File: src/hdl/prq_pkg.sv
// Package for the priority ready-queue scheduler.
// Holds opcodes, status codes, controller states and the command and status structs.
`timescale 1ns / 1ps

package prq_pkg;

    localparam logic [1:0] OP_CREATE = 2'd0;
    localparam logic [1:0] OP_YIELD  = 2'd1;
    localparam logic [1:0] OP_TERM   = 2'd2;

    localparam logic [1:0] STAT_OK    = 2'd0;
    localparam logic [1:0] STAT_FULL  = 2'd1;
    localparam logic [1:0] STAT_EMPTY = 2'd2;

    typedef enum logic [1:0] {
        S_IDLE,
        S_EXEC,
        S_PUSH,
        S_RESP
    } t_state;

    typedef struct packed {
        logic latch;
        logic exec;
        logic push;
        logic load_out;
    } t_cmd;

    typedef struct packed {
        logic need_push;
    } t_stat;

endpackage

File: src/hdl/prq_if.sv
// Handshake channels of the priority ready-queue scheduler.
// Depends on nothing; used by the top level and its users.
`timescale 1ns / 1ps

interface prq_req_if;
    logic       valid;
    logic       ready;
    logic [1:0] opcode;
    logic [7:0] create_id;
    logic [7:0] priority_req;

    modport source (output valid, output opcode, output create_id, output priority_req,
                    input ready);
    modport sink (input valid, input opcode, input create_id, input priority_req,
                  output ready);
endinterface

interface prq_rsp_if;
    logic       valid;
    logic       ready;
    logic [7:0] running_id;
    logic       running_valid;
    logic [1:0] status;
    logic [4:0] ready_count;

    modport source (output valid, output running_id, output running_valid, output status,
                    output ready_count, input ready);
    modport sink (input valid, input running_id, input running_valid, input status,
                  input ready_count, output ready);
endinterface

File: src/hdl/prq_ctrl.sv
// Controller of the priority ready-queue scheduler: sequences each item.
// Depends on prq_pkg.
`timescale 1ns / 1ps

module prq_ctrl
    import prq_pkg::*;
(
    input  logic  i_clk,
    input  logic  i_rst_n,
    input  logic  i_in_valid,
    output logic  o_in_ready,
    output logic  o_out_valid,
    input  logic  i_out_ready,
    input  t_stat i_stat,
    output t_cmd  o_cmd
);

    t_state r_state, n_state;
    logic   r_out_valid, n_out_valid;
    logic   w_out_free;

    assign w_out_free = !r_out_valid || i_out_ready;

    always_comb begin
        n_state = r_state;
        case (r_state)
            S_IDLE: begin
                if (i_in_valid) n_state = S_EXEC;
            end
            S_EXEC: begin
                n_state = i_stat.need_push ? S_PUSH : S_RESP;
            end
            S_PUSH: begin
                n_state = S_RESP;
            end
            S_RESP: begin
                if (w_out_free) n_state = i_in_valid ? S_EXEC : S_IDLE;
            end
            default: begin
                n_state = S_IDLE;
            end
        endcase
    end

    always_comb begin
        o_in_ready     = (r_state == S_IDLE) || ((r_state == S_RESP) && w_out_free);
        o_cmd.latch    = i_in_valid && o_in_ready;
        o_cmd.exec     = (r_state == S_EXEC);
        o_cmd.push     = (r_state == S_PUSH);
        o_cmd.load_out = (r_state == S_RESP) && w_out_free;
    end

    always_comb begin
        if (o_cmd.load_out) begin
            n_out_valid = 1'b1;
        end else if (i_out_ready) begin
            n_out_valid = 1'b0;
        end else begin
            n_out_valid = r_out_valid;
        end
    end

    always_ff @(posedge i_clk) begin
        if (!i_rst_n) begin
            r_state     <= S_IDLE;
            r_out_valid <= 1'b0;
        end else begin
            r_state     <= n_state;
            r_out_valid <= n_out_valid;
        end
    end

    assign o_out_valid = r_out_valid;

endmodule

File: src/hdl/prq_dp.sv
// Datapath of the priority ready-queue scheduler: sorted cell row, running thread, result.
// Depends on prq_pkg.
`timescale 1ns / 1ps

module prq_dp
    import prq_pkg::*;
#(
    parameter int QUEUE_DEPTH = 16
)
(
    input  logic       i_clk,
    input  logic       i_rst_n,
    input  t_cmd       i_cmd,
    input  logic [1:0] i_opcode,
    input  logic [7:0] i_create_id,
    input  logic [7:0] i_priority_req,
    output t_stat      o_stat,
    output logic [7:0] o_running_id,
    output logic       o_running_valid,
    output logic [1:0] o_status,
    output logic [4:0] o_ready_count
);

    localparam int CNT_W = $clog2(QUEUE_DEPTH + 1);

    // Cell row, slot 0 is the head; slots at or above the count are don't-care.
    logic [7:0]       r_ids [QUEUE_DEPTH];
    logic [7:0]       r_pri [QUEUE_DEPTH];
    logic [7:0]       n_ids [QUEUE_DEPTH];
    logic [7:0]       n_pri [QUEUE_DEPTH];
    logic [CNT_W-1:0] r_count, n_count;

    logic [7:0] r_cur_id, n_cur_id;
    logic [7:0] r_cur_pri, n_cur_pri;
    logic       r_cur_valid, n_cur_valid;
    logic [7:0] r_hold_id, r_hold_pri;

    logic [1:0] r_op;
    logic [7:0] r_tid, r_tpri;
    logic [1:0] r_status, n_status;

    logic [7:0] r_out_id;
    logic       r_out_valid;
    logic [1:0] r_out_status;
    logic [4:0] r_out_count;

    logic             w_empty, w_full;
    logic             w_ins, w_pop;
    logic [7:0]       w_ins_id, w_ins_pri;
    logic [QUEUE_DEPTH-1:0] w_after;
    logic [QUEUE_DEPTH-1:0] w_prev;
    logic [CNT_W+4:0] w_cnt_ext;

    assign w_empty   = (r_count == '0);
    assign w_full    = (r_count == CNT_W'(QUEUE_DEPTH));
    assign w_ins_id  = i_cmd.push ? r_hold_id : r_tid;
    assign w_ins_pri = i_cmd.push ? r_hold_pri : r_tpri;

    assign o_stat.need_push = (r_op == OP_YIELD) && !w_empty && r_cur_valid;

    always_comb begin
        w_ins       = 1'b0;
        w_pop       = 1'b0;
        n_count     = r_count;
        n_cur_id    = r_cur_id;
        n_cur_pri   = r_cur_pri;
        n_cur_valid = r_cur_valid;
        n_status    = r_status;
        if (i_cmd.exec) begin
            n_status = STAT_OK;
            case (r_op)
                OP_CREATE: begin
                    if (w_full) begin
                        n_status = STAT_FULL;
                    end else begin
                        w_ins   = 1'b1;
                        n_count = r_count + 1'b1;
                    end
                end
                OP_YIELD: begin
                    if (w_empty) begin
                        n_status = STAT_EMPTY;
                    end else begin
                        w_pop       = 1'b1;
                        n_count     = r_count - 1'b1;
                        n_cur_id    = r_ids[0];
                        n_cur_pri   = r_pri[0];
                        n_cur_valid = 1'b1;
                    end
                end
                OP_TERM: begin
                    if (w_empty) begin
                        n_cur_id    = 8'd0;
                        n_cur_pri   = 8'd0;
                        n_cur_valid = 1'b0;
                    end else begin
                        w_pop       = 1'b1;
                        n_count     = r_count - 1'b1;
                        n_cur_id    = r_ids[0];
                        n_cur_pri   = r_pri[0];
                        n_cur_valid = 1'b1;
                    end
                end
                default: begin
                    n_status = STAT_OK;
                end
            endcase
        end else if (i_cmd.push) begin
            w_ins   = 1'b1;
            n_count = r_count + 1'b1;
        end
    end

    // A new entry goes behind every occupied cell of equal or lower number.
    assign w_prev = {w_after[QUEUE_DEPTH-2:0], 1'b1};

    for (genvar k = 0; k < QUEUE_DEPTH; k++) begin : g_cell
        assign w_after[k] = (CNT_W'(k) < r_count) && (r_pri[k] <= w_ins_pri);

        always_comb begin
            n_ids[k] = r_ids[k];
            n_pri[k] = r_pri[k];
            if (w_ins && !w_after[k]) begin
                if (w_prev[k]) begin
                    n_ids[k] = w_ins_id;
                    n_pri[k] = w_ins_pri;
                end else begin
                    if (k > 0) begin
                        n_ids[k] = r_ids[(k > 0) ? k - 1 : 0];
                        n_pri[k] = r_pri[(k > 0) ? k - 1 : 0];
                    end
                end
            end else if (w_pop) begin
                if (k < QUEUE_DEPTH - 1) begin
                    n_ids[k] = r_ids[(k < QUEUE_DEPTH - 1) ? k + 1 : k];
                    n_pri[k] = r_pri[(k < QUEUE_DEPTH - 1) ? k + 1 : k];
                end
            end
        end

        always_ff @(posedge i_clk) begin
            r_ids[k] <= n_ids[k];
            r_pri[k] <= n_pri[k];
        end
    end

    always_ff @(posedge i_clk) begin
        if (!i_rst_n) begin
            r_count     <= '0;
            r_cur_id    <= 8'd0;
            r_cur_pri   <= 8'd1;
            r_cur_valid <= 1'b1;
        end else begin
            r_count     <= n_count;
            r_cur_id    <= n_cur_id;
            r_cur_pri   <= n_cur_pri;
            r_cur_valid <= n_cur_valid;
        end
    end

    assign w_cnt_ext = {5'd0, r_count};

    always_ff @(posedge i_clk) begin
        r_status <= n_status;
        if (i_cmd.latch) begin
            r_op   <= i_opcode;
            r_tid  <= i_create_id;
            r_tpri <= i_priority_req;
        end
        // The thread that yields waits here until the row can take it back.
        if (i_cmd.exec) begin
            r_hold_id  <= r_cur_id;
            r_hold_pri <= r_cur_pri;
        end
        if (i_cmd.load_out) begin
            r_out_id     <= r_cur_valid ? r_cur_id : 8'd0;
            r_out_valid  <= r_cur_valid;
            r_out_status <= r_status;
            r_out_count  <= w_cnt_ext[4:0];
        end
    end

    assign o_running_id    = r_out_id;
    assign o_running_valid = r_out_valid;
    assign o_status        = r_out_status;
    assign o_ready_count   = r_out_count;

endmodule

File: src/hdl/priority_ready_queue_scheduler.sv
// Priority ready-queue thread scheduler.
//
// Request channel i_req carries an opcode (create, yield, terminate), a thread id and
// a priority; a lower priority number is served first and equal numbers queue in
// arrival order. Response channel o_rsp returns one item per request: the running
// thread, whether one runs, a status code and the number of waiting entries.
// A request is taken on an edge where valid and ready are both high. The block then
// executes it, puts a running thread that yields back into the queue if one runs and
// the queue was not empty, and loads the response. One request is in work at a time;
// a new one is taken in the cycle the previous response is loaded, once the output
// register is free. The pace is set by the single insert port of the
// sorted cell row, which moves every entry by at most one place per cycle.
// The response sits in an output register; while it is not taken, the block finishes
// the next request and then holds it without taking another.
// Reset (synchronous, active low) empties the queue and makes thread 0 run with
// priority 1; queue contents need no clearing.
`timescale 1ns / 1ps

module priority_ready_queue_scheduler
    import prq_pkg::*;
#(
    parameter int QUEUE_DEPTH = 16
)
(
    input  logic           i_clk,
    input  logic           i_rst_n,
    prq_req_if.sink        i_req,
    prq_rsp_if.source      o_rsp
);

    t_cmd  w_cmd;
    t_stat w_stat;

    prq_ctrl u_ctrl (
        .i_clk       (i_clk),
        .i_rst_n     (i_rst_n),
        .i_in_valid  (i_req.valid),
        .o_in_ready  (i_req.ready),
        .o_out_valid (o_rsp.valid),
        .i_out_ready (o_rsp.ready),
        .i_stat      (w_stat),
        .o_cmd       (w_cmd)
    );

    prq_dp #(
        .QUEUE_DEPTH (QUEUE_DEPTH)
    ) u_dp (
        .i_clk           (i_clk),
        .i_rst_n         (i_rst_n),
        .i_cmd           (w_cmd),
        .i_opcode        (i_req.opcode),
        .i_create_id     (i_req.create_id),
        .i_priority_req  (i_req.priority_req),
        .o_stat          (w_stat),
        .o_running_id    (o_rsp.running_id),
        .o_running_valid (o_rsp.running_valid),
        .o_status        (o_rsp.status),
        .o_ready_count   (o_rsp.ready_count)
    );

`ifndef SYNTHESIS
    a_accept_starts_exec: assert property (@(posedge i_clk) disable iff (!i_rst_n)
        (i_req.valid && i_req.ready) |=> w_cmd.exec)
        else $error("accepted item was not executed in the next cycle");

    a_load_shows_result: assert property (@(posedge i_clk) disable iff (!i_rst_n)
        w_cmd.load_out |=> o_rsp.valid)
        else $error("loaded result is not presented");

    a_steps_exclusive: assert property (@(posedge i_clk) disable iff (!i_rst_n)
        $onehot0({w_cmd.exec, w_cmd.push, w_cmd.load_out}))
        else $error("more than one controller step in a cycle");

    a_idle_id_zero: assert property (@(posedge i_clk) disable iff (!i_rst_n)
        (o_rsp.valid && !o_rsp.running_valid) |-> (o_rsp.running_id == 8'd0))
        else $error("running id not zero while no thread runs");

    a_count_bound: assert property (@(posedge i_clk) disable iff (!i_rst_n)
        o_rsp.valid |-> ((QUEUE_DEPTH > 31) || (32'(o_rsp.ready_count) <= QUEUE_DEPTH)))
        else $error("ready count above queue depth");
`endif

endmodule

File: src/flat_wrapper.sv
// flat-port wrapper written by rule: the top's interface ports become plain ports
module priority_ready_queue_scheduler_flat import prq_pkg::*;
#(
    parameter int QUEUE_DEPTH = 16
)
  (i_clk, i_rst_n, i_req_valid, i_req_opcode, i_req_create_id, i_req_priority_req, i_req_ready, o_rsp_valid, o_rsp_running_id, o_rsp_running_valid, o_rsp_status, o_rsp_ready_count, o_rsp_ready);
  prq_req_if i_req_i ();
  prq_rsp_if o_rsp_i ();
  input  logic i_clk;
  input  logic i_rst_n;
  input wire logic [$bits(i_req_i.valid)-1:0] i_req_valid;
  input wire logic [$bits(i_req_i.opcode)-1:0] i_req_opcode;
  input wire logic [$bits(i_req_i.create_id)-1:0] i_req_create_id;
  input wire logic [$bits(i_req_i.priority_req)-1:0] i_req_priority_req;
  output wire logic [$bits(i_req_i.ready)-1:0] i_req_ready;
  output wire logic [$bits(o_rsp_i.valid)-1:0] o_rsp_valid;
  output wire logic [$bits(o_rsp_i.running_id)-1:0] o_rsp_running_id;
  output wire logic [$bits(o_rsp_i.running_valid)-1:0] o_rsp_running_valid;
  output wire logic [$bits(o_rsp_i.status)-1:0] o_rsp_status;
  output wire logic [$bits(o_rsp_i.ready_count)-1:0] o_rsp_ready_count;
  input wire logic [$bits(o_rsp_i.ready)-1:0] o_rsp_ready;
  assign i_req_i.valid = i_req_valid;
  assign i_req_i.opcode = i_req_opcode;
  assign i_req_i.create_id = i_req_create_id;
  assign i_req_i.priority_req = i_req_priority_req;
  assign i_req_ready = i_req_i.ready;
  assign o_rsp_valid = o_rsp_i.valid;
  assign o_rsp_running_id = o_rsp_i.running_id;
  assign o_rsp_running_valid = o_rsp_i.running_valid;
  assign o_rsp_status = o_rsp_i.status;
  assign o_rsp_ready_count = o_rsp_i.ready_count;
  assign o_rsp_i.ready = o_rsp_ready;
  priority_ready_queue_scheduler #(.QUEUE_DEPTH(QUEUE_DEPTH)) u_core (.i_clk(i_clk), .i_rst_n(i_rst_n), .i_req(i_req_i), .o_rsp(o_rsp_i));
endmodule
File: config.mk
export PLATFORM = sky130hd
export DESIGN_NAME = priority_ready_queue_scheduler_flat
export DESIGN_NICKNAME = d
export VERILOG_FILES = /design/src/hdl/prq_pkg.sv /design/src/hdl/prq_if.sv /design/src/hdl/prq_ctrl.sv /design/src/hdl/prq_dp.sv /design/src/hdl/priority_ready_queue_scheduler.sv /design/src/flat_wrapper.sv
export SDC_FILE = /design/constraint.sdc
export NUM_CORES = 1
export LEC_CHECK = 0
export BUFFER_PORTS_ARGS = -buffer_cell sky130_fd_sc_hd__buf_4
export CELL_PAD_IN_SITES_DETAIL_PLACEMENT = 0
export CELL_PAD_IN_SITES_GLOBAL_PLACEMENT = 1
export CORE_UTILIZATION = 50
export DETAILED_ROUTE_END_ITERATION = 8
export GPL_TIMING_DRIVEN = 0
export PLACE_DENSITY_LB_ADDON = 0.1
export SLEW_MARGIN = 20
export SYNTH_ARGS = -nofsm -noshare
export SYNTH_HDL_FRONTEND = slang
export SYNTH_SLANG_ARGS = --single-unit
export TNS_END_PERCENT = 1
File: constraint.sdc
create_clock -name i_clk -period 6.4 [get_ports i_clk]
set_input_delay 1.28 -clock i_clk [delete_from_list [all_inputs] [get_ports i_clk]]
set_output_delay 1.28 -clock i_clk [all_outputs]
set_load 0.01 [all_outputs]
==> metrics.cfg <==
[clocking]
clkTransAtPathRegs_ps = 50
cts_inserted_buffers = 39
clock_sinks = 333
ctsResizeCount = 0
postCtsSetupRepairBufs = 0
clk_latency_ps = 550
hold_buffers = 0
root_buffer = clkbuf_16
cts_tree = built
cts-htree-levels = 2
clk_path_buf_depth = 3

[critical_path]
worstSetupEndpointType = flip-flop
arrival_ps = 5830
reg2reg_depth = 15
start_kind = flip-flop
critical_path_class = reg -> reg
regToRegSetupSlack_ps = 730
cpMaxStageDelayCell = nand2b_1
worstReg2RegEnd = u_core.u_dp.r_pri[1][42]
max_stage_delay_ps = 700
required_ps = 6560
crit_fanout = 16
path_cells = inv_1, ha_1, buf_6, mux2_2, clkbuf_1, inv_1, ha_1, nor2b_1, a2111oi_0, or4_4, a21oi_4, and2_1, buf_4, buf_8, nand2b_1
r2r_start = u_core.u_ctrl.r_state[0]

[yosys]
synth.net_count = 1717
synthAdderAreaFrac_pct = 7.71
synthSimpleGateAreaFrac_pct = 7.44
ys_types = 73
synth_compound_area_share_pct = 9.28
synth-main-ff-cell = edfxtp_1
synth_mux_area_share_pct = 21.9
synth_area_um2 = 19800
ys_seq_area_share_pct = 49.3
synth_top_family_by_area = multiplexers
synth-edff-count = 308
ys_ff_latch = 333
yosys.area_share.xor_xnor_pct = 0.929
synth-async-reset-ratio_pct = 0
synth_area_per_cell_um2 = 12.6
ys_warn_count = 0
synthCells = 1573

[timing]
drv_slew = 0
rsz0062_at_grt = no
finalHoldViolCount = 0
fmax_mhz = 176
period_minus_slack_ps = 5670
finClkSkew_ps = 16.3
setup_violations = 0
min_period_over_period_pct = 88.5
holdWs_ps = 419
worst_slew_pin_slew_ps = 1010
setup-tns-final_ps = 0
slew_headroom_pct = 32.7

[power_and_ir_drop]
swShare_pct = 38.7
p_leak_uw = 0.00824
power.internal_uw = 7840
power-per-cell-area_nw_per_um2 = 583
power_frac_seq_pct = 37.6
p_comb_share_pct = 46.5
net-switching-power_uw = 4950
p_clk_share_pct = 15.9
peakVddDrop_v = 0.000316

[grt]
antenna_found_initial = 0
grt_pass1_wl_mm = 77.4
grt.overflow.total = 0
grt_max_degree = 26
grt_pass1_vias = 13271
grt_usage_pct = 25.2

[outcome]
status = finished, final reports clean

[die]
coreArea_um2 = 38800
dieWidth_um = 201
die_h_um = 201
ioPinCount = 40
die-area_um2 = 40400
core.rowCount = 72
floorplan.initialDensity_pct = 51.0

[final_layout]
diodes = 0
largest_registers = u_core.u_dp.r_ids (128), u_core.u_dp.r_pri (128)
utilization_pct = 56.5
nNetsFinal = 1801
layout-drive-gt1-share_pct = 23.5
area_delta_synth_final_pct = 10.8
fillCellCount = 3276

[route]
via_per_inst = 5.80
drt-initial-drc-count = 716
via_count = 12787
drt-wirelength-per-cell_um = 22.9
ant_nets = 0
wirelength_mm = 50.5
drt_first_pass_iters = 7
drc = 0

[worst_hold_path]
hold-path-cell-count = 0
hp-class = reg -> reg
min_to = u_core.u_dp.o_status[1]
hold_path.startpoint = u_core.u_dp.r_status[1]

[placement]
port_buffers = 39
hpwlAfterDp_mm = 40.0
place.gp.congestion = 0.845

[flow_run]
maxCapViolCount = 0

final cells by class:
class	count	area (um^2)	share of cell area, %
plain buffers	96	551	2.51
multi-input cells	1105	9360	42.7
clock inverters	10	46.3	0.211
well taps	518	648	2.96
inverters	39	146	0.668
repair buffers	43	342	1.56
clock buffers	59	1080	4.93
flip-flops and latches	333	9750	44.5
logic make-up (layout without fill, tap and decap cells):
| kind of cell | after synthesis | in the layout |
|---|---|---|
| compound gates | 287 | 287 |
| simple gates | 288 | 288 |
| buf+inv | 135 | 247 |
| flops | 333 | 333 |
| mux | 387 | 387 |
| fa+ha+maj | 122 | 122 |
| xor+xnor | 21 | 21 |
power by group through the flow:
stage	registers (uW)	logic, uW	clock network [uW]
floorplan	4480	4460	0
global placement	4800	5720	0
detailed placement	4830	5930	0
CTS	4790	5950	2080
global route	4910	6590	2160
finish	4810	5950	2040
Yosys cell counts (13+ instances only):
cell      instances  area [um^2]
nand2_1          90          338
mux2i_1         103         1030
nand3_1          23          115
o21ai_0         127          636
mux2_4           23          345
dfxtp_1          25          500
a211oi_1         17          128
nor2_1           49          184
nor3_1           28          140
edfxtp_1        308         9250
clkbuf_1         53          199
xnor2_1          21          184
a21oi_1          25          125
nand4_1          15         93.8
nor2b_1          17          106
inv_1            38          143
ha_1            122         1530
mux2_2          204         2300
mux2_1           56          631
buf_4            16          120
buf_2            13         65.1
o31ai_1          17          128
a22oi_1          15          113
worst max path at each step:
stage / startpoint / end / slack (ps) / depth (start not counted)
after global routing: u_core.u_ctrl.r_state[0] / u_core.u_dp.r_pri[1][16] / 370 / 14
after CTS: u_core.u_ctrl.r_state[0] / u_core.u_dp.r_pri[1][42] / 710 / 15
final: u_core.u_ctrl.r_state[0] / u_core.u_dp.r_pri[1][42] / 730 / 15
after global placement: u_core.u_ctrl.r_state[0] / u_core.u_dp.r_pri[0][1] / -120 / 13
after detailed placement: u_core.u_ctrl.r_state[0] / u_core.u_dp.r_pri[1][42] / 740 / 15
after floorplan: u_core.u_ctrl.r_state[0] / u_core.u_dp.r_ids[0][0] / 1720 / 14
per-stage QoR:
stage	cells	worst slack [ps]	total power, uW	cell area (um^2)
after floorplan	1573	1720	8940	19800
after global placement	2130	-116	10500	20700
after detailed placement	2134	743	10800	20800
after CTS	2203	712	12800	21900
after global routing	2203	368	13700	21900
final	2203	733	12800	21900
layer usage:
layer  vias up  wire length, um  global-route usage, %
met2       319            25000                   43.5
li1       6197                -                      -
met4         0             1690                   9.90
met1      6185            21800                   31.9
met5         -                0                      0
met3        86             2020                   3.23
cells in the final DEF (no fill, tap or decap), types with 7 or more instances in the layout:
master / n
a22oi_1: 15
edfxtp_1: 308
or4_1: 7
o21ai_1: 11
mux2i_1: 103
mux2_4: 23
nand2b_1: 9
nor3_1: 28
nand4_1: 15
mux2_1: 56
clkbuf_16: 39
inv_1: 38
nor2_1: 49
xnor2_1: 21
nand3_1: 23
buf_4: 55
buf_2: 13
buf_6: 15
clkbuf_1: 69
o31ai_1: 17
mux2_2: 204
dfxtp_1: 25
nor2b_1: 16
a211oi_1: 17
a21oi_1: 25
a2111oi_0: 7
and2_1: 11
o21ai_2: 11
ha_1: 122
nand2_1: 90
o21ai_0: 125
critical path: cells and delay by family, from the launching register on:
kind            cells  cell delay (ps)
compound gates      2              390
fa+ha+maj           2              730
buf+inv             6             1860
flops               1              360
mux                 1              370
simple gates        4             1560
(Power assumes the default switching activity.)
